===== src/rtl/key_matrix_debounce_report_macros.svh =====
// Assertion helpers shared by the key matrix debounce RTL.
`ifndef KEY_MATRIX_DEBOUNCE_REPORT_MACROS_SVH
`define KEY_MATRIX_DEBOUNCE_REPORT_MACROS_SVH

// Property that must hold at every clock edge out of reset.
`define KMDR_ASSERT_ALWAYS(label, prop, msg) \
	label: assert property (@(posedge clk) disable iff (!arst_n) (prop)) else $error(msg);

// Condition in a cycle implies a condition in the next.
`define KMDR_ASSERT_NEXT(label, pre, post, msg) \
	label: assert property (@(posedge clk) disable iff (!arst_n) (pre) |=> (post)) \
		else $error(msg);

`endif


===== src/rtl/kmdr_pkg.sv =====
`timescale 1ns / 1ps

package kmdr_pkg;

	localparam int ROWS         = 6;
	localparam int COLUMNS      = 14;
	localparam int REPORT_SLOTS = 6;
	localparam int MENU_DEPTH   = 10;
	localparam int NKEYS        = ROWS * COLUMNS;

	localparam int ROW_W   = 3;
	localparam int COL_W   = 4;
	localparam int LOC_W   = $clog2(NKEYS);
	localparam int CODE_W  = 8;
	localparam int COUNT_W = 3;
	localparam int LEVEL_W = 4;
	localparam int CURS_W  = 4;

	localparam logic [CODE_W-1:0] CODE_ESC    = 8'h29;
	localparam logic [CODE_W-1:0] CODE_F1     = 8'h3A;
	localparam logic [CODE_W-1:0] CODE_F2     = 8'h3B;
	localparam logic [CODE_W-1:0] CODE_UP     = 8'h52;
	localparam logic [CODE_W-1:0] CODE_DOWN   = 8'h51;
	localparam logic [CODE_W-1:0] CODE_ENTER  = 8'h28;
	localparam logic [CODE_W-1:0] CODE_CIRCLE = 8'hA4;

	localparam logic [LEVEL_W-1:0] BACKLIGHT_RESET = 4'd8;
	localparam logic [LEVEL_W-1:0] BACKLIGHT_MAX   = 4'd10;
	localparam logic [LEVEL_W-1:0] BACKLIGHT_STEP  = 4'd2;

	typedef enum logic {
		KIND_REPORT = 1'b0,
		KIND_META   = 1'b1
	} result_kind_t;

	typedef logic [CODE_W-1:0] key_code_t;

	typedef struct packed {
		result_kind_t                       kind;
		logic [REPORT_SLOTS-1:0][CODE_W-1:0] keys;
		logic [COUNT_W-1:0]                 count;
		key_code_t                          meta_code;
		logic                               meta_stays;
		logic [LEVEL_W-1:0]                 backlight;
		logic [CURS_W-1:0]                  cursor;
	} result_item_t;

	localparam key_code_t KEY_MAP [NKEYS] = '{
		8'h29,8'h3A,8'h3B,8'h3C,8'h3D,8'h3E,8'h3F,8'h40,8'h41,8'h42,8'h43,8'h44,8'h45,8'hA4,
		8'h35,8'h1E,8'h1F,8'h20,8'h21,8'h22,8'h23,8'h24,8'h25,8'h26,8'h27,8'h2D,8'h2E,8'h2A,
		8'h2B,8'h14,8'h1A,8'h08,8'h15,8'h17,8'h1C,8'h18,8'h0C,8'h12,8'h13,8'h2F,8'h30,8'h31,
		8'hE0,8'h65,8'h04,8'h16,8'h07,8'h09,8'h0A,8'h0B,8'h0D,8'h0E,8'h0F,8'h33,8'h34,8'h28,
		8'hE1,8'h4C,8'h1D,8'h1B,8'h06,8'h19,8'h05,8'h11,8'h10,8'h36,8'h37,8'h38,8'h52,8'hE5,
		8'hE7,8'hE3,8'hE4,8'h2C,8'hE2,8'hE6,8'h2C,8'h4B,8'h4E,8'h50,8'h51,8'h4F,8'h00,8'h00
	};

	localparam key_code_t MENU_MAP [MENU_DEPTH] = '{
		8'h29, 8'h1E, 8'h27, 8'h15, 8'h05, 8'h3A, 8'h3B, 8'h2C, 8'h16, 8'h13
	};

endpackage


===== src/rtl/kmdr_sample_if.sv =====
`timescale 1ns / 1ps

interface kmdr_sample_if;
	logic                          valid;
	logic                          ready;
	logic [kmdr_pkg::ROW_W-1:0]    row_index;
	logic [kmdr_pkg::COL_W-1:0]    column_index;
	logic                          raw_pressed;
	logic                          scan_end;
	logic                          report_enable;

	modport source (
		output valid, row_index, column_index, raw_pressed, scan_end, report_enable,
		input  ready
	);
	modport sink (
		input  valid, row_index, column_index, raw_pressed, scan_end, report_enable,
		output ready
	);
endinterface


===== src/rtl/kmdr_result_if.sv =====
`timescale 1ns / 1ps

interface kmdr_result_if;
	logic                           valid;
	logic                           ready;
	logic                           result_kind;
	logic [kmdr_pkg::CODE_W-1:0]    report_key_a;
	logic [kmdr_pkg::CODE_W-1:0]    report_key_b;
	logic [kmdr_pkg::CODE_W-1:0]    report_key_c;
	logic [kmdr_pkg::CODE_W-1:0]    report_key_d;
	logic [kmdr_pkg::CODE_W-1:0]    report_key_e;
	logic [kmdr_pkg::CODE_W-1:0]    report_key_f;
	logic [kmdr_pkg::COUNT_W-1:0]   report_count;
	logic [kmdr_pkg::CODE_W-1:0]    meta_code;
	logic                           meta_stays;
	logic [kmdr_pkg::LEVEL_W-1:0]   backlight_level;
	logic [kmdr_pkg::CURS_W-1:0]    cursor_position;

	modport source (
		output valid, result_kind, report_key_a, report_key_b, report_key_c,
		       report_key_d, report_key_e, report_key_f, report_count, meta_code,
		       meta_stays, backlight_level, cursor_position,
		input  ready
	);
	modport sink (
		input  valid, result_kind, report_key_a, report_key_b, report_key_c,
		       report_key_d, report_key_e, report_key_f, report_count, meta_code,
		       meta_stays, backlight_level, cursor_position,
		output ready
	);
endinterface


===== src/rtl/key_matrix_debounce_report.sv =====
`timescale 1ns / 1ps
`include "key_matrix_debounce_report_macros.svh"

// Debounced key matrix scanner with a six-key report and a meta menu.
// sample channel: one raw contact sample per item (row, column, contact,
//   scan_end, report_enable); the matrix is scanned one key per item.
// result channel: a report item on a scan_end item with report_enable set,
//   and a meta command item whenever a new key goes down in meta mode
//   (the meta item comes first when an item causes both).
// An accepted item is registered in stage 1; its results are pushed into
//   the result queue as it leaves stage 1, a second one behind the first.
// Throughput: one item per cycle unless the queue stalls stage 1. Key
//   histories sit in an 84-entry RAM read at accept and written as the
//   item leaves stage 1; a bypass spares a same-key follow-on item a bubble.
// Results go through a four-entry queue. The sample side is held off only
//   while that queue has fewer than two free places, so a stalled receiver
//   backs up into the sample channel after a couple of items.
// Reset: all keys released with zero history (per-key valid bits, no
//   clearing pass), meta mode off, cursor 0, backlight 8, report empty,
//   queue empty. The block takes items as soon as reset is released.
module key_matrix_debounce_report (
	input logic            clk,
	input logic            arst_n,
	kmdr_sample_if.sink    sample,
	kmdr_result_if.source  result
);

	localparam int QDEPTH = 4;
	localparam int QPTR_W = $clog2(QDEPTH);
	localparam int QCNT_W = QPTR_W + 1;
	localparam int ENTRY_W = kmdr_pkg::CODE_W + 1;

	// Input side
	logic                            acc;
	logic                            in_range_in;
	logic [kmdr_pkg::LOC_W-1:0]      loc_in;

	// Stage 1 registers
	logic                            v_s1;
	logic [kmdr_pkg::LOC_W-1:0]      loc_s1;
	logic                            in_range_s1;
	logic                            raw_s1;
	logic                            last_s1;
	logic                            ren_s1;
	logic [ENTRY_W-1:0]              mem_rd_s1;
	logic                            vld_rd_s1;
	logic                            fwd_s1;
	logic [ENTRY_W-1:0]              fwd_data_s1;

	// History RAM: {debounced, history}
	logic [ENTRY_W-1:0]              hist_mem [kmdr_pkg::NKEYS];
	logic [kmdr_pkg::NKEYS-1:0]      vld_q;

	// Block state
	logic                            meta_q;
	kmdr_pkg::key_code_t             held_q;
	logic [kmdr_pkg::CURS_W-1:0]     cursor_q;
	logic [kmdr_pkg::LEVEL_W-1:0]    bl_q;
	logic [kmdr_pkg::COUNT_W-1:0]    slots_q;
	kmdr_pkg::key_code_t             slot_q [kmdr_pkg::REPORT_SLOTS];
	logic                            any_q;

	// Stage 1 logic
	logic                            s1_fire;
	logic                            wr_en;
	logic [ENTRY_W-1:0]              entry_cur;
	logic [kmdr_pkg::CODE_W-1:0]     hist_new;
	logic                            down_new;
	logic [ENTRY_W-1:0]              entry_new;
	kmdr_pkg::key_code_t             key_code;
	logic                            key_dn;

	logic                            meta_nx;
	kmdr_pkg::key_code_t             held_nx;
	logic [kmdr_pkg::CURS_W-1:0]     cursor_nx;
	logic [kmdr_pkg::LEVEL_W-1:0]    bl_nx;
	logic [kmdr_pkg::COUNT_W-1:0]    slots_nx;
	kmdr_pkg::key_code_t             slot_nx [kmdr_pkg::REPORT_SLOTS];
	logic                            any_nx;
	logic                            meta_emit;
	logic                            rep_emit;
	logic                            stay;
	kmdr_pkg::key_code_t             resolved;
	logic [kmdr_pkg::LEVEL_W:0]      bl_sum;
	logic [kmdr_pkg::CURS_W:0]       cur_sum;

	kmdr_pkg::result_item_t          meta_res;
	kmdr_pkg::result_item_t          rep_res;
	kmdr_pkg::result_item_t          first_res;

	// Result queue
	kmdr_pkg::result_item_t          q_data [QDEPTH];
	logic [QPTR_W-1:0]               head_q;
	logic [QPTR_W-1:0]               tail_q;
	logic [QCNT_W-1:0]               cnt_q;
	logic                            push0;
	logic                            push1;
	logic                            pop;
	kmdr_pkg::result_item_t          head_res;

	assign acc = sample.valid && sample.ready;
	assign in_range_in = (sample.row_index < kmdr_pkg::ROW_W'(kmdr_pkg::ROWS))
		&& (sample.column_index < kmdr_pkg::COL_W'(kmdr_pkg::COLUMNS));
	assign loc_in = in_range_in
		? (kmdr_pkg::LOC_W'(sample.row_index) * kmdr_pkg::LOC_W'(kmdr_pkg::COLUMNS)
			+ kmdr_pkg::LOC_W'(sample.column_index))
		: '0;

	assign s1_fire = v_s1 && (cnt_q <= QCNT_W'(QDEPTH - 2));
	assign sample.ready = !v_s1 || s1_fire;
	assign wr_en = s1_fire && in_range_s1;

	// Debounce
	assign entry_cur = fwd_s1 ? fwd_data_s1 : (vld_rd_s1 ? mem_rd_s1 : '0);
	assign hist_new  = {entry_cur[kmdr_pkg::CODE_W-2:0], raw_s1};
	assign down_new  = (hist_new == 8'h00) ? 1'b0
		: (hist_new == 8'h01) ? 1'b1 : entry_cur[kmdr_pkg::CODE_W];
	assign entry_new = {down_new, hist_new};
	assign key_code  = kmdr_pkg::KEY_MAP[loc_s1];
	assign key_dn    = in_range_s1 && down_new;

	always_comb begin
		meta_nx   = meta_q;
		held_nx   = held_q;
		cursor_nx = cursor_q;
		bl_nx     = bl_q;
		slots_nx  = slots_q;
		slot_nx   = slot_q;
		any_nx    = any_q;
		meta_emit = 1'b0;
		stay      = 1'b0;
		resolved  = key_code;
		bl_sum    = {1'b0, bl_q} + {1'b0, kmdr_pkg::BACKLIGHT_STEP};
		cur_sum   = {1'b0, cursor_q} + 1'b1;
		if (key_dn) begin
			any_nx = 1'b1;
			if (key_code == kmdr_pkg::CODE_CIRCLE) begin
				if (!meta_q && held_q == '0) begin
					cursor_nx = '0;
					meta_nx   = 1'b1;
				end
			end else if (meta_q) begin
				if (held_q != key_code) begin
					meta_emit = 1'b1;
					held_nx   = key_code;
					if (key_code == kmdr_pkg::CODE_ENTER) begin
						resolved = (cursor_q < kmdr_pkg::CURS_W'(kmdr_pkg::MENU_DEPTH))
							? kmdr_pkg::MENU_MAP[cursor_q] : kmdr_pkg::CODE_ESC;
					end
					priority if (resolved == kmdr_pkg::CODE_F1) begin
						bl_nx = (bl_q < kmdr_pkg::BACKLIGHT_STEP) ? '0
							: bl_q - kmdr_pkg::BACKLIGHT_STEP;
						stay  = 1'b1;
					end else if (resolved == kmdr_pkg::CODE_F2) begin
						bl_nx = (bl_sum >= {1'b0, kmdr_pkg::BACKLIGHT_MAX})
							? kmdr_pkg::BACKLIGHT_MAX : bl_sum[kmdr_pkg::LEVEL_W-1:0];
						stay  = 1'b1;
					end else if (resolved == kmdr_pkg::CODE_UP) begin
						if (cursor_q != '0) begin
							cursor_nx = cursor_q - 1'b1;
						end
						stay = 1'b1;
					end else if (resolved == kmdr_pkg::CODE_DOWN) begin
						cursor_nx = (cur_sum >= (kmdr_pkg::CURS_W + 1)'(kmdr_pkg::MENU_DEPTH))
							? kmdr_pkg::CURS_W'(kmdr_pkg::MENU_DEPTH - 1)
							: cur_sum[kmdr_pkg::CURS_W-1:0];
						stay = 1'b1;
					end else begin
						stay = 1'b0;
					end
					if (!stay) begin
						meta_nx = 1'b0;
					end
				end
			end else if (held_q == '0 && ren_s1
					&& slots_q < kmdr_pkg::COUNT_W'(kmdr_pkg::REPORT_SLOTS)) begin
				for (int i = 0; i < kmdr_pkg::REPORT_SLOTS; i++) begin
					if (slots_q == kmdr_pkg::COUNT_W'(i)) begin
						slot_nx[i] = key_code;
					end
				end
				slots_nx = slots_q + 1'b1;
			end
		end
	end

	assign rep_emit = last_s1 && ren_s1;

	always_comb begin
		meta_res            = '0;
		meta_res.kind       = kmdr_pkg::KIND_META;
		meta_res.meta_code  = resolved;
		meta_res.meta_stays = stay;
		meta_res.backlight  = bl_nx;
		meta_res.cursor     = cursor_nx;

		rep_res             = '0;
		rep_res.kind        = kmdr_pkg::KIND_REPORT;
		for (int i = 0; i < kmdr_pkg::REPORT_SLOTS; i++) begin
			rep_res.keys[i] = slot_nx[i];
		end
		rep_res.count       = slots_nx;
		rep_res.backlight   = bl_nx;
		rep_res.cursor      = cursor_nx;
	end

	assign first_res = meta_emit ? meta_res : rep_res;
	assign push0 = s1_fire && (meta_emit || rep_emit);
	assign push1 = s1_fire && meta_emit && rep_emit;
	assign pop   = result.valid && result.ready;

	// Stage 1 control and the bypass for a same-key follow-on item
	always_ff @(posedge clk or negedge arst_n) begin
		if (!arst_n) begin
			v_s1      <= 1'b0;
			vld_rd_s1 <= 1'b0;
			fwd_s1    <= 1'b0;
		end else begin
			if (acc) begin
				v_s1      <= 1'b1;
				vld_rd_s1 <= vld_q[loc_in];
				fwd_s1    <= wr_en && (loc_s1 == loc_in);
			end else if (s1_fire) begin
				v_s1 <= 1'b0;
			end
		end
	end

	always_ff @(posedge clk) begin
		if (acc) begin
			loc_s1      <= loc_in;
			in_range_s1 <= in_range_in;
			raw_s1      <= sample.raw_pressed;
			last_s1     <= sample.scan_end;
			ren_s1      <= sample.report_enable;
			fwd_data_s1 <= entry_new;
		end
	end

	always_ff @(posedge clk) begin
		if (acc) begin
			mem_rd_s1 <= hist_mem[loc_in];
		end
		if (wr_en) begin
			hist_mem[loc_s1] <= entry_new;
		end
	end

	always_ff @(posedge clk or negedge arst_n) begin
		if (!arst_n) begin
			vld_q    <= '0;
			meta_q   <= 1'b0;
			held_q   <= '0;
			cursor_q <= '0;
			bl_q     <= kmdr_pkg::BACKLIGHT_RESET;
			slots_q  <= '0;
			any_q    <= 1'b0;
			for (int i = 0; i < kmdr_pkg::REPORT_SLOTS; i++) begin
				slot_q[i] <= '0;
			end
		end else if (s1_fire) begin
			if (in_range_s1) begin
				vld_q[loc_s1] <= 1'b1;
			end
			meta_q   <= meta_nx;
			cursor_q <= cursor_nx;
			bl_q     <= bl_nx;
			// end of scan: empty the report, drop the held key if nothing was down
			held_q   <= (last_s1 && !any_nx) ? '0 : held_nx;
			slots_q  <= last_s1 ? '0 : slots_nx;
			any_q    <= last_s1 ? 1'b0 : any_nx;
			for (int i = 0; i < kmdr_pkg::REPORT_SLOTS; i++) begin
				slot_q[i] <= last_s1 ? '0 : slot_nx[i];
			end
		end
	end

	// Result queue
	always_ff @(posedge clk or negedge arst_n) begin
		if (!arst_n) begin
			head_q <= '0;
			tail_q <= '0;
			cnt_q  <= '0;
		end else begin
			if (pop) begin
				head_q <= head_q + 1'b1;
			end
			tail_q <= tail_q + QPTR_W'(push0) + QPTR_W'(push1);
			cnt_q  <= cnt_q + QCNT_W'(push0) + QCNT_W'(push1) - QCNT_W'(pop);
		end
	end

	always_ff @(posedge clk) begin
		if (push0) begin
			q_data[tail_q] <= first_res;
		end
		if (push1) begin
			q_data[tail_q + 1'b1] <= rep_res;
		end
	end

	assign head_res = q_data[head_q];

	assign result.valid           = (cnt_q != '0);
	assign result.result_kind     = head_res.kind;
	assign result.report_key_a    = head_res.keys[0];
	assign result.report_key_b    = head_res.keys[1];
	assign result.report_key_c    = head_res.keys[2];
	assign result.report_key_d    = head_res.keys[3];
	assign result.report_key_e    = head_res.keys[4];
	assign result.report_key_f    = head_res.keys[5];
	assign result.report_count    = head_res.count;
	assign result.meta_code       = head_res.meta_code;
	assign result.meta_stays      = head_res.meta_stays;
	assign result.backlight_level = head_res.backlight;
	assign result.cursor_position = head_res.cursor;

	`KMDR_ASSERT_ALWAYS(a_queue_bound, cnt_q <= QCNT_W'(QDEPTH), "result queue overflow")
	`KMDR_ASSERT_ALWAYS(a_level_bound, bl_q <= kmdr_pkg::BACKLIGHT_MAX, "backlight out of range")
	`KMDR_ASSERT_ALWAYS(a_cursor_bound,
		cursor_q < kmdr_pkg::CURS_W'(kmdr_pkg::MENU_DEPTH), "cursor out of range")
	`KMDR_ASSERT_ALWAYS(a_slot_bound,
		slots_q <= kmdr_pkg::COUNT_W'(kmdr_pkg::REPORT_SLOTS), "report slots overrun")
	`KMDR_ASSERT_NEXT(a_scan_clear, s1_fire && last_s1, slots_q == '0 && !any_q,
		"report not emptied at scan end")

endmodule


===== src/flat_wrapper.sv =====
// flat-port wrapper written by rule: the top's interface ports become plain ports
module key_matrix_debounce_report_flat 
  (clk, arst_n, sample_valid, sample_row_index, sample_column_index, sample_raw_pressed, sample_scan_end, sample_report_enable, sample_ready, result_valid, result_result_kind, result_report_key_a, result_report_key_b, result_report_key_c, result_report_key_d, result_report_key_e, result_report_key_f, result_report_count, result_meta_code, result_meta_stays, result_backlight_level, result_cursor_position, result_ready);
  kmdr_sample_if sample_i ();
  kmdr_result_if result_i ();
  input logic clk;
  input logic arst_n;
  input wire logic [$bits(sample_i.valid)-1:0] sample_valid;
  input wire logic [$bits(sample_i.row_index)-1:0] sample_row_index;
  input wire logic [$bits(sample_i.column_index)-1:0] sample_column_index;
  input wire logic [$bits(sample_i.raw_pressed)-1:0] sample_raw_pressed;
  input wire logic [$bits(sample_i.scan_end)-1:0] sample_scan_end;
  input wire logic [$bits(sample_i.report_enable)-1:0] sample_report_enable;
  output wire logic [$bits(sample_i.ready)-1:0] sample_ready;
  output wire logic [$bits(result_i.valid)-1:0] result_valid;
  output wire logic [$bits(result_i.result_kind)-1:0] result_result_kind;
  output wire logic [$bits(result_i.report_key_a)-1:0] result_report_key_a;
  output wire logic [$bits(result_i.report_key_b)-1:0] result_report_key_b;
  output wire logic [$bits(result_i.report_key_c)-1:0] result_report_key_c;
  output wire logic [$bits(result_i.report_key_d)-1:0] result_report_key_d;
  output wire logic [$bits(result_i.report_key_e)-1:0] result_report_key_e;
  output wire logic [$bits(result_i.report_key_f)-1:0] result_report_key_f;
  output wire logic [$bits(result_i.report_count)-1:0] result_report_count;
  output wire logic [$bits(result_i.meta_code)-1:0] result_meta_code;
  output wire logic [$bits(result_i.meta_stays)-1:0] result_meta_stays;
  output wire logic [$bits(result_i.backlight_level)-1:0] result_backlight_level;
  output wire logic [$bits(result_i.cursor_position)-1:0] result_cursor_position;
  input wire logic [$bits(result_i.ready)-1:0] result_ready;
  assign sample_i.valid = sample_valid;
  assign sample_i.row_index = sample_row_index;
  assign sample_i.column_index = sample_column_index;
  assign sample_i.raw_pressed = sample_raw_pressed;
  assign sample_i.scan_end = sample_scan_end;
  assign sample_i.report_enable = sample_report_enable;
  assign sample_ready = sample_i.ready;
  assign result_valid = result_i.valid;
  assign result_result_kind = result_i.result_kind;
  assign result_report_key_a = result_i.report_key_a;
  assign result_report_key_b = result_i.report_key_b;
  assign result_report_key_c = result_i.report_key_c;
  assign result_report_key_d = result_i.report_key_d;
  assign result_report_key_e = result_i.report_key_e;
  assign result_report_key_f = result_i.report_key_f;
  assign result_report_count = result_i.report_count;
  assign result_meta_code = result_i.meta_code;
  assign result_meta_stays = result_i.meta_stays;
  assign result_backlight_level = result_i.backlight_level;
  assign result_cursor_position = result_i.cursor_position;
  assign result_i.ready = result_ready;
  key_matrix_debounce_report u_core (.clk(clk), .arst_n(arst_n), .sample(sample_i), .result(result_i));
endmodule

===== config.mk =====
export PLATFORM = sky130hd
export DESIGN_NAME = key_matrix_debounce_report_flat
export DESIGN_NICKNAME = d
export VERILOG_FILES = /design/src/rtl/kmdr_pkg.sv /design/src/rtl/kmdr_sample_if.sv /design/src/rtl/kmdr_result_if.sv /design/src/rtl/key_matrix_debounce_report.sv /design/src/flat_wrapper.sv
export VERILOG_INCLUDE_DIRS = /design/src /design/src/rtl
export SDC_FILE = /design/constraint.sdc
export NUM_CORES = 2
export LEC_CHECK = 0
export BUFFER_PORTS_ARGS = -buffer_cell sky130_fd_sc_hd__clkbuf_2
export CAP_MARGIN = 25
export CORE_MARGIN = 4
export CORE_UTILIZATION = 41
export CTS_CLUSTER_DIAMETER = 150
export DETAILED_ROUTE_END_ITERATION = 10
export HOLD_SLACK_MARGIN = 0.02
export PLACE_DENSITY = 0.66
export RECOVER_POWER = 50
export SKIP_CTS_REPAIR_TIMING = 1
export SLEW_MARGIN = 5
export SYNTH_ARGS = -nofsm -noshare
export SYNTH_HDL_FRONTEND = slang
export SYNTH_SLANG_ARGS = --single-unit

===== constraint.sdc =====
create_clock -name clk -period 5.7 [get_ports clk]
set_input_delay 0.855 -clock clk [delete_from_list [all_inputs] [get_ports clk]]
set_output_delay 0.855 -clock clk [all_outputs]
set_load 0.01 [all_outputs]

After elaboration in Yosys (flattened, before gate mapping)
Memory sizes are Yosys's and may differ from the RTL's. A register that Yosys moved wholly into a read port is not among the register bits.
Index checks and enable logic that the tools add are counted.
Word-level totals
  memories: 4
  bits of input ports: 14
  RAM bits: 1032
  output and inout port bits: 71
  bits in registers: 183
  bits in read-only memories: 1152
Memories
  (name not given): depth 128, bits a word 8, read ports 1, clocked after Yosys merged registers in 0, wr ports 0, RTL line key_matrix_debounce_report.sv:119  | assign key_code = kmdr_pkg::KEY_MAP[loc_s1];
  u_core.hist_mem: depth 84, bits a word 9, read ports 1, clocked after Yosys merged registers in 1, wr ports 1, RTL line key_matrix_debounce_report.sv:51  | logic [ENTRY_W-1:0] hist_mem [kmdr_pkg::NKEYS];
  u_core.q_data: depth 4, bits a word 69, read ports 1, clocked after Yosys merged registers in 0, wr ports 2, RTL line key_matrix_debounce_report.sv:92  | kmdr_pkg::result_item_t q_data [QDEPTH];
  (name not given): depth 16, bits a word 8, read ports 1, clocked after Yosys merged registers in 0, wr ports 0, RTL line key_matrix_debounce_report.sv:148  | ? kmdr_pkg::MENU_MAP[cursor_q] : kmdr_pkg::CODE_ESC;
Operators by class
  add/subtract/negate cells: 13
  bitwise logic cells: 3
  $mul: 1
  multiplexer cells: 100
  equality and inequality tests: 16
  order comparisons: 13
  reduce and logical (&&, ||, !) cells: 33
Operators with widths (count)
  $mux 8: 31
  $mux 48: 4
  $or 84x84->84: 1
  $mux 4: 19
  $mux 69: 1
  $mux 1: 35
  $eq 8x6->1 const B: 3
  $mux 9: 2
  $eq 8x7->1 const B: 2
  $logic_and 1x1->1: 16
  $logic_not 8->1: 2
  $lt 7x8->1 const B: 2
  $mux 3: 5
  $ge 5x4->1 const B: 2
  $eq 8x1->1 const B: 1
  $eq 8x8->1 const B: 1
  $ge 8x8->1 const B: 1
  $lt 4x4->1 const B: 2
  $ne 8x8->1: 1
  $not 7->8: 1
  $reduce_bool 2->1: 4
  $add 7x4->7: 1
  $bmux 1 s7: 1
  $demux 1 s7: 1
  other kinds (30): 40

Longest topological paths before layout
  word-level depth: 24
  depth in mapped cells: 20

Worst setup path after synthesis
OpenSTA, ideal clock, no wires.
  path kind: register -> register
  start point: reg u_core.vld_rd_s1
  end point: mem u_core.q_data[1][0] in the netlist's numbering, enable pin
  required time: 5287 ps
  buffers on the path: 3
  setup slack: -173 ps
  cell stages (with the launch flop): 13
  period minus slack after synthesis: 5873 ps
  arrival: 5459 ps
  cells stage by stage: dfrtp_1 > nor2b_1 > clkbuf_1 > a22o_1 > a221oi_1 > mux2_2 > nand2_1 > a31o_2 > buf_2 > nor4_1 > a21oi_2 > buf_2 > inv_1
RTL lines
  start: declaration: RTL line key_matrix_debounce_report.sv:46  | logic vld_rd_s1;
  start signal: assignment: RTL line key_matrix_debounce_report.sv:221  | vld_rd_s1 <= vld_q[loc_in];
  end: declaration: RTL line key_matrix_debounce_report.sv:92

Worst setup path after layout
  start point: in sample_row_index[1]
  end point: reg u_core.mem_rd_s1[3], read port of u_core.hist_mem, data pin
On the way
  cells in the longest elaborated chain, start to end: 3
Ends and longest elaborated chain
  start: declaration: RTL line flat_wrapper.sv:9  | input wire logic [$bits(sample_i.row_index)-1:0] sample_row_index;
  $mul 3x3->6 / $lt 3x3->1 (equally long branches): RTL line key_matrix_debounce_report.sv:105, key_matrix_debounce_report.sv:102
  $add 7x4->7 / $logic_and 1x1->1 (equally long branches): RTL line key_matrix_debounce_report.sv:106, key_matrix_debounce_report.sv:103
  $mux 7 (*): RTL line key_matrix_debounce_report.sv:105  | ? (kmdr_pkg::LOC_W'(sample.row_index) * kmdr_pkg::LOC_W'(kmdr_pkg::COLUMNS)
  end: declaration: RTL line key_matrix_debounce_report.sv:45  | logic [ENTRY_W-1:0] mem_rd_s1;
Mark *: on every way between the ends. The rest lies on a longest branch, timed or not.
A chain may end at the register's enable or synchronous reset.

==> flow_summary.json <==
{
  "status": "finished, violations left",
  "violations": "max-capacitance violations, max-slew violations",
  "worst_ep_arrival_time_ns": 5.56,
  "cts_tree": "yes",
  "ioPinCount": 85,
  "fin_crit_ns": 5.09,
  "die_w_um": 354,
  "syn_inst": 3642,
  "ant_nets": 0,
  "drt_first_pass_iters": 5,
  "core_um2": 119000,
  "vias": 30500,
  "hold_path_class": "in2async",
  "rsz0062_at_grt": "no",
  "crit_required_ns": 6.17,
  "antenna_found_initial": 1,
  "stdcell_area_um2": 55300,
  "cts_sinks": 1138,
  "synth.avg_cell_area_um2": 13.5,
  "worst_clock_skew_ns": 0.0630,
  "critPathMaxFanout": 56,
  "start_kind": "input port",
  "cp_top_family": "buffers and inverters",
  "dp_hpwl_um": 71700,
  "cts_buffers": 115,
  "fin_crit_sh": 0.894,
  "setup_viol": 0,
  "ys.warnings.count": 0,
  "syn_to_final_growth_pct": 12.4,
  "total_leakage_power_nw": 19.1,
  "synth_flop_cell": "edfxtp_1",
  "max-cap-violations": 13,
  "drc": 0,
  "gr-usage-met2": 0.306,
  "critPathBufInv": 4,
  "clk_path_buf_depth": 3,
  "worstSetupPathType": "in2reg",
  "nFillCells": 10400,
  "root_buffer": "clkbuf_16",
  "ys_seq_area_frac": 0.670,
  "drive_gt1_frac": 0.165,
  "fin_ws_ns": 0.606,
  "use_met3": 0.0356,
  "timing.fmax_mhz": 196,
  "final_nets": 3733,
  "clk_latency_ns": 0.75,
  "busiest_layer": "met2",
  "place_congestion": 0.900,
  "wirelength_um": 124000,
  "crit_chain": "clkbuf_2 -> ha_1 -> a31o_2 -> inv_1 -> clkbuf_1 -> nand2_2 -> buf_4 -> a21oi_1 -> a211oi_1 -> a211oi_1 -> a31o_2 -> a21oi_1",
  "synth_top_cell_by_area": "edfxtp_1",
  "tightest_slew_ns": 4.19,
  "avgViaCountPerCell": 5.66,
  "ys_ff_latch": 1138,
  "detail_route.iter0.violations": 3123,
  "relSlewSlack": -1.79,
  "grt_usage": 0.194,
  "slew_viol_final": 815,
  "initial_core_util": 0.415,
  "wl_per_cell_um": 23.0,
  "die_y_um": 354,
  "io_buffers": 84,
  "place_area_um2": 51500,
  "p_per_area_nw_per_um2": 430,
  "yosysUniqueCellTypes": 94,
  "grt_pass1_vias": 30100,
  "max_stage_delay_ns": 1.30,
  "rows": 126,
  "power_mw": 23.7,
  "max-vdd-ir-drop_mv": 0.310,
  "netlist_top_cells_area": "edfxtp_1 (57%), dfrtp_1 (8.2%), mux4_2 (4.4%)",
  "synth-edff-count": 935,
  "pre_cts_ws_ns": 0.866,
  "yosys-top-cells-count": "edfxtp_1 (935), nand2_1 (419), nor2_1 (330)",
  "use_met1": 0.273,
  "grt_pass1_wl_um": 189000,
  "yosys.cell_count.top_type": "edfxtp_1",
  "hold_viol_final": 0,
  "grt_start_max_net_pins": 115,
  "synth_nets": 3694,
  "synthDominantCellAreaShare": 0.571,
  "crit_slowest_cell": "clkbuf_1",
  "grt-ovfl-total": 0,
  "endpoint_kind": "flip-flop",
  "htreeDepth": 3,
  "dieArea_um2": 126000,
  "syn_area_um2": 49200,
  "synth-async-reset-ratio": 0.143,
  "path_clk_slew_ns": 0.06,
  "tns_ns": 0
}
where the power goes:
part / switching (mW) / total, mW / internal, mW
Combinational: 3.75 / 5.60 / 1.85
Clock: 3.26 / 7.61 / 4.35
Sequential: 0.441 / 10.5 / 10.1
Total: 7.45 / 23.7 / 16.3
sequential cells by signal (all words and copies together), names as in the netlist, 4 cells and up:
register,flops
u_core.bl_q,4
u_core.cursor_q,4
u_core.fwd_data_s1,8
u_core.held_q,8
u_core.hist_mem,672
u_core.loc_s1,7
u_core.mem_rd_s1,8
u_core.q_data,276
u_core.slot_q,48
u_core.vld_q,84
path summary, 6_finish.rpt:
kind	start	to	slack [ns]	cells past startpoint
worst min-delay path	arst_n	u_core.vld_q[25]	0.12	1
max in group asynchronous	arst_n	u_core.slot_q[24]	2.36	2
worst max register to register	u_core.fwd_s1	u_core.hist_mem[3][2]	0.68	3
min in group clk	sample_report_enable	u_core.ren_s1	0.31	1
worst max-delay path	sample_row_index[1]	u_core.mem_rd_s1[3]	0.61	12
worst min register to register	u_core.vld_q[82]	u_core.vld_q[82]	0.45	1
cells in the final DEF, fill, tap and decap left out, drive strengths merged, types with 8 or more instances in the layout:
cell type,synthesis,routed
edfxtp,935,935
nand2,420,420
nor2,331,331
clkbuf,159,261
dfrtp,162,162
o21ai,150,150
mux2i,146,146
a21oi,142,142
a211oi,108,108
mux4,97,97
nand3,95,95
or2,86,86
nor2b,69,69
buf,81,66
inv,61,61
a311oi,55,55
nand2b,49,49
mux2,47,47
clkinv,3,42
dfxtp,40,40
a31oi,36,36
and2,36,36
ha,31,31
nor3,30,30
o2bb2ai,28,28
a22o,28,28
o211ai,25,25
a311o,19,19
xnor2,19,19
nor4,16,16
a31o,13,13
xor2,11,11
nor3b,9,9
and3,8,8
nand4,8,8
o22ai,8,8
layer usage:
metal	wire, um	up-vias	part of all wire
li1	-	13700	-
met1	52800	15400	0.43
met2	57800	1198	0.47
met3	9110	233	0.074
met4	3900	0	0.032
met5	0	-	0
kinds of logic after synthesis:
kind of cell	count (synthesis)	synth area share
AO/OA/AOI/OAI	666	0.0929
XOR/XNOR	30	0.00534
adder cells (fa/ha/maj)	38	0.0107
buffers and inverters	304	0.0250
flip-flops	1138	0.670
multiplexers	290	0.0849
AND/OR/NAND/NOR	1176	0.111
area by class of cell:
| type | count | area (um^2) | share of cell area |
|---|---|---|---|
| clock buffers | 165 | 3300 | 0.0596 |
| well taps | 1600 | 2000 | 0.0362 |
| flip-flops and latches | 1138 | 33000 | 0.596 |
| multi-input cells | 2200 | 15100 | 0.273 |
| clock inverters | 52 | 551 | 0.00996 |
| repair buffers | 162 | 1100 | 0.0200 |
| inverters | 64 | 258 | 0.00466 |
| diodes | 1 | 2.50 | 0.0000453 |
through the flow:
stage	util	cells	hold WS (ns)
final	0.466	5382	0.120
after global routing	0.466	5382	0.152
after CTS	0.467	5378	0.119
after detailed placement	0.435	5161	0.444
after global placement	0.434	5159	0.440
after floorplan	-	3642	0.424
Power figures use the tool's default switching activity.
